File: src/fir15_pkg.sv
`timescale 1ns / 1ps
// ----------------------------------------------------------------------------
// fir15_pkg
// Shared widths, types and coefficient tables of the 15-tap FIR filter.
// ----------------------------------------------------------------------------
package fir15_pkg;

  localparam int TAPS           = 15;
  localparam int SAMPLE_BITS    = 16;
  localparam int COEF_BITS      = 16;
  localparam int COEF_FRAC_BITS = 15;
  localparam int PROD_W         = SAMPLE_BITS + COEF_BITS;
  localparam int SUM_W          = PROD_W + $clog2(TAPS);

  // adder tree node count per level
  localparam int L1_N = (TAPS + 1) / 2;
  localparam int L2_N = (L1_N + 1) / 2;
  localparam int L3_N = (L2_N + 1) / 2;

  typedef logic signed [SAMPLE_BITS-1:0] sample_t;
  typedef logic signed [COEF_BITS-1:0]   coef_t;
  typedef logic signed [PROD_W-1:0]      prod_t;
  typedef logic signed [PROD_W:0]        lvl1_t;
  typedef logic signed [PROD_W+1:0]      lvl2_t;
  typedef logic signed [PROD_W+2:0]      lvl3_t;
  typedef logic signed [SUM_W-1:0]       sum_t;

  typedef enum logic {
    KIND_LOWPASS  = 1'b0,
    KIND_HIGHPASS = 1'b1
  } filter_kind_t;

  // Q1.15 symmetric tables, tap 0 applies to the newest sample
  localparam coef_t LOWPASS [TAPS] = '{
    16'sd92, 16'sd132, -16'sd230, -16'sd218, 16'sd1217, 16'sd3885, 16'sd6378,
    16'sd7367,
    16'sd6378, 16'sd3885, 16'sd1217, -16'sd218, -16'sd230, 16'sd132, 16'sd92
  };

  localparam coef_t HIGHPASS [TAPS] = '{
    -16'sd284, -16'sd1000, -16'sd1793, -16'sd2590, -16'sd3315, -16'sd3893,
    -16'sd4267, 16'sd28372,
    -16'sd4267, -16'sd3893, -16'sd3315, -16'sd2590, -16'sd1793, -16'sd1000,
    -16'sd284
  };

endpackage

File: src/fir15_tap_cell.sv
`timescale 1ns / 1ps
// ----------------------------------------------------------------------------
// fir15_tap_cell
// One tap: delay-line register plus registered coefficient product.
// ----------------------------------------------------------------------------
module fir15_tap_cell
  import fir15_pkg::*;
(
  input  logic    clk,
  input  logic    rst,
  input  logic    load,     // input word accepted this cycle
  input  sample_t x_in,     // sample seen by this tap
  input  coef_t   coef,
  output sample_t x_out,    // delayed sample to the next cell
  output prod_t   product
);

  sample_t tap;

  always_ff @(posedge clk) begin
    if (rst) begin
      tap <= '0;
    end else if (load) begin
      tap <= x_in;
    end
  end

  always_ff @(posedge clk) begin
    if (load) begin
      product <= prod_t'(coef) * prod_t'(x_in);
    end
  end

  assign x_out = tap;

endmodule

File: config.mk
export PLATFORM = sky130hd
export DESIGN_NAME = fir15_tap_cell
export DESIGN_NICKNAME = d
export VERILOG_FILES = /design/src/fir15_pkg.sv /design/src/fir15_tap_cell.sv
export SDC_FILE = /design/constraint.sdc
export NUM_CORES = 1
export LEC_CHECK = 0
export BUFFER_PORTS_ARGS = -buffer_cell sky130_fd_sc_hd__buf_4
export CAP_MARGIN = 25
export CORE_ASPECT_RATIO = 1.2
export CORE_UTILIZATION = 45
export DETAILED_ROUTE_END_ITERATION = 8
export PLACE_DENSITY = 0.64
export RECOVER_POWER = 25
export SLEW_MARGIN = 30
export SYNTH_ARGS = -nofsm -noshare
export SYNTH_HDL_FRONTEND = slang
export SYNTH_SLANG_ARGS = --single-unit
File: constraint.sdc
create_clock -name clk -period 7.5 [get_ports clk]
set_clock_uncertainty 0.2 [all_clocks]
set_input_delay 0.375 -clock clk [delete_from_list [all_inputs] [get_ports clk]]
set_output_delay 0.375 -clock clk [all_outputs]
set_load 0.03 [all_outputs]
After elaboration in Yosys (flattened, before gate mapping)

Index checks and enable logic that the tools add are counted.

Multiply operators: 1

Operators with widths:

| cell           | number |
|---|---|
| $mul 16x16->32 | 1 |

Register bits after elaboration: 48
Input bits: 35

Longest topological paths before layout

Depth after elaboration: 1
Depth in mapped cells: 23
Mapped depth without buffers: 21

Least setup slack after synthesis

No wires, ideal clock.

Path type: input to register
From: input x_in[8]
To: register product[25], data pin
Arrival time: 5,915 ps
Required time: 7,041 ps
Slack: 1,126 ps
Stages on the path: 23
Cell sequence: clkbuf_1 clkbuf_1 nand2_1 fa_1 inv_1 fa_1 inv_1 fa_1 inv_1 fa_1 fa_1 inv_1 fa_1 inv_1 ha_1 nand3_1 a211oi_1 a211oi_2 o31ai_2 a21boi_0 o21bai_1 a21oi_1 xnor2_1

Word-level cells in the longest chain between the ends: 1

Ends and longest elaborated chain:

| item                 | line                 | source |
|---|---|---|
| start, declared      | fir15_tap_cell.sv:12 | `input sample_t x_in,` |
| $mul 16x16->32       | fir15_tap_cell.sv:30 | `product <= prod_t'(coef) * prod_t'(x_in);` |
| end signal, assigned | fir15_tap_cell.sv:30 |  |
| end, declared        | fir15_tap_cell.sv:15 | `output prod_t product` |

Every way passes these cells.
A chain may end at the register's enable or synchronous reset.

Worst setup path after layout

From: input coef[0]
To: register product[30], data pin

Word-level cells in the longest chain between the ends: 1

Ends and longest elaborated chain:

| item            | line                 | source |
|---|---|---|
| start, declared | fir15_tap_cell.sv:13 | `input coef_t coef,` |
| $mul 16x16->32  | fir15_tap_cell.sv:30 |  |

Every way passes these cells.

==> results.yml <==
status:
  status: "finished, violations left"
  violations: "max-capacitance violations, max-slew violations"
sta:
  finalCritPeriodShare_pct: 86.4
  slew_violations: 49
  finalCriticalPeriod_ns: 6.48
  slew_headroom_pct: -95.6
  hold_viol_final: 0
  tightest_slew_ns: 2.93
  setup_violations: 0
  fmax_mhz: 154
  rsz0062_at_grt: "no"
  finalSetupTns_ns: 0
floorplan:
  io_pins: 83
  dieArea_mm2: 0.0257
  core_area_mm2: 0.0247
  placementRows: 63
  initial_core_util_pct: 45.7
  die_w_um: 147
  die-height_um: 175
critical_path:
  critical_path.max_stage_delay_ns: 0.66
  cp_cell_sequence: "clkbuf_1, nand2_1, fa_1, inv_1, fa_1, inv_1, fa_1, inv_1, fa_1, fa_1, inv_1, fa_1, inv_1, ha_1, nand3_1, a211oi_1, o211ai_1, a31oi_1, nor3_1, o41ai_1, a21oi_1, xnor2_1"
  worst_setup_path_start_kind: "input pin"
  crit_top_cell: "fa_1"
  end_kind: "flop"
  crit_family: "adder cells"
  arrival_ns: 6.32
  critPathRequiredTime_ns: 7.35
  crit_fanout: 16
  path_class: "input pin to flop"
  critPathBufInv: 6
  slowest_stage: "clkbuf_1"
yosys:
  postSynthCellCount: 1155
  yosys.area.top_type: "fa_1"
  synth-seq-cells: 48
  synth_xor_xnor_area_share_pct: 2.87
  ys_async_sr_fraction_pct: 0
  synth_top_family_by_area: "adder cells"
  synth_compound_area_share_pct: 4.04
  synthSimpleGateAreaFrac_pct: 13.7
  synth.distinct_cells: 45
  yosysWarnings: 0
  ys_top_cells_by_area: "fa_1 47%, inv_1 9.7%, ha_1 9.1%"
  synth_top_area_share_pct: 46.5
  avgSynthCellArea_um2: 9.76
  synth_edf_count: 32
  synthAdderAreaFrac_pct: 55.6
  syn_area_mm2: 0.0113
  muxShareOfSynthArea_pct: 1.42
  ys.flop_type: "edfxtp_1"
  synth.yosys.seq_area_share_pct: 11.4
  synth.net_count: 1534
final_layout:
  regArea_mm2: 0.00128
  multi_input_area_mm2: 0.00876
  area_growth_syn_to_layout_pct: 9.32
  nets: 1584
  drive_above_1_share_pct: 8.04
  antenna_cells: 0
  nFillCells: 2362
cts:
  cts_tree: "yes"
  clock_path_buffers: 2
  cts.sinks: 48
  clk-insertion-delay-late_ns: 0.29
  ctsResizeCount: 0
  h-tree-depth: 2
  cts_setup_buffers: 0
  clk_pin_slew_ns: 0.07
  numCtsBuffers: 5
  ctsHoldBuffers: 0
  cts_root_buffer: "clkbuf_16"
grt:
  grt_max_degree: 49
  grt_pass1_vias: 8707
  grt_pass1_wl_um: 44700
  grt_usage_pct: 22.9
  gr-total-overflow: 0
  antenna_found_initial: 0
detailed_routing:
  routedWlPerCell_um: 17.9
  drt.antenna.violating_nets: 0
  vias: 7809
  vias_per_cell: 5.10
  firstDrtPassIters: 5
  drc: 0
  first_iter_violations: 404
  drt_wl_total_um: 27400
placed_design:
  dp_hpwl_um: 22200
  port_buffers: 82
  place.gp.congestion: 0.855
job:
  max_cap_viol_count: 1
hold_path:
  min_path_type: "input pin to flop"
placed cells by master, fill, tap and decap left out, types with 2 or more instances in the layout:
cell and n:
nand3_1 5, and2_1 122, xnor2_1 28, o21bai_1 2
buf_4 80, nand2b_1 4, ha_1 82, nor3_1 5
or3_1 3, o21ai_0 10, a21o_1 11, a21oi_1 19
clkbuf_1 2, dfxtp_1 16, edfxtp_1 32, fa_1 262
nor2_1 42, o21a_1 3, a31oi_1 2, mux2i_1 16
clkbuf_8 2, nand2_1 125, a211oi_1 4, nand4_1 2
clkbuf_16 5, xor2_1 9, inv_1 291
flip-flops by register name (all words and copies together) (netlist names):
register / count
product: 32
x_out: 16
stage by stage:
stage	util [%]	hold slack (ns)	instances	setup slack [ns]	cell area (µm²)
finish	50.0	0.200	1531	1.02	12300
global route	50.0	0.201	1531	0.683	12300
CTS	50.0	0.196	1531	1.03	12300
detailed placement	49.3	0.287	1523	0.753	12200
global placement	49.3	0.278	1523	0.825	12200
floorplan	-	0.287	1155	1.13	11300
per-layer routing:
layer | part of all wire (%) | vias up | wire [µm] | global-route usage (%)
met3 | 3.4 | 70 | 931 | 2.21
met1 | 36 | 4042 | 9920 | 26.0
met4 | 3.8 | 0 | 1040 | 7.68
met2 | 57 | 208 | 15500 | 44.4
met5 | 0 | - | 0 | 0
li1 | - | 3489 | - | -
final timing paths:
| path | startpoint | endpoint | slack [ns] | depth (start not counted) |
|---|---|---|---|---|
| setup reg to reg | x_out[7]$_SDFFE_PP0P_ | x_out[7]$_SDFFE_PP0P_ | 6.54 | 2 |
| setup / recovery | coef[0] | product[30]$_DFFE_PP_ | 1.02 | 22 |
| hold / removal | rst | x_out[5]$_SDFFE_PP0P_ | 0.20 | 2 |
| hold reg to reg | x_out[3]$_SDFFE_PP0P_ | x_out[3]$_SDFFE_PP0P_ | 0.30 | 2 |
synthesized netlist by cell type (2+ instances only):
cell type    n
buf_1        2
nand2_1    125
o21a_1       3
a21oi_1     19
fa_1       262
edfxtp_1    32
o21bai_1     2
and2_1     123
o21ai_0     10
a211oi_1     4
dfxtp_1     16
nand4_1      2
xor2_1       9
nand2b_1     4
nor3_1       5
a31oi_1      2
clkbuf_1    37
a21o_1      11
mux2i_1     16
inv_1      291
nand3_1      5
nor2_1      42
ha_1        82
or3_1        3
xnor2_1     28
cell type report:
type | instances | share of cell area [%]
clock buffer | 7 | 1.24
clock inverter | 1 | 0.244
inverter | 291 | 8.86
multi-input combinational | 777 | 71.0
sequential | 48 | 10.4
tap | 325 | 3.30
timing repair buffer | 82 | 4.93
kinds of logic (layout without fill, tap and decap cells):
kind of cell	count (synthesis)	count (layout)
muxes	16	16
DFF	48	48
AOI/OAI and AO/OA	66	66
buffers and inverters	330	381
xor gates and xnor gates	37	37
adders and majority gates	344	344
and+or+nand+nor	314	314
Power is left out: the tool's default activity adds up to more than one toggle a clock period on the data nets, which glitch-free logic cannot reach.
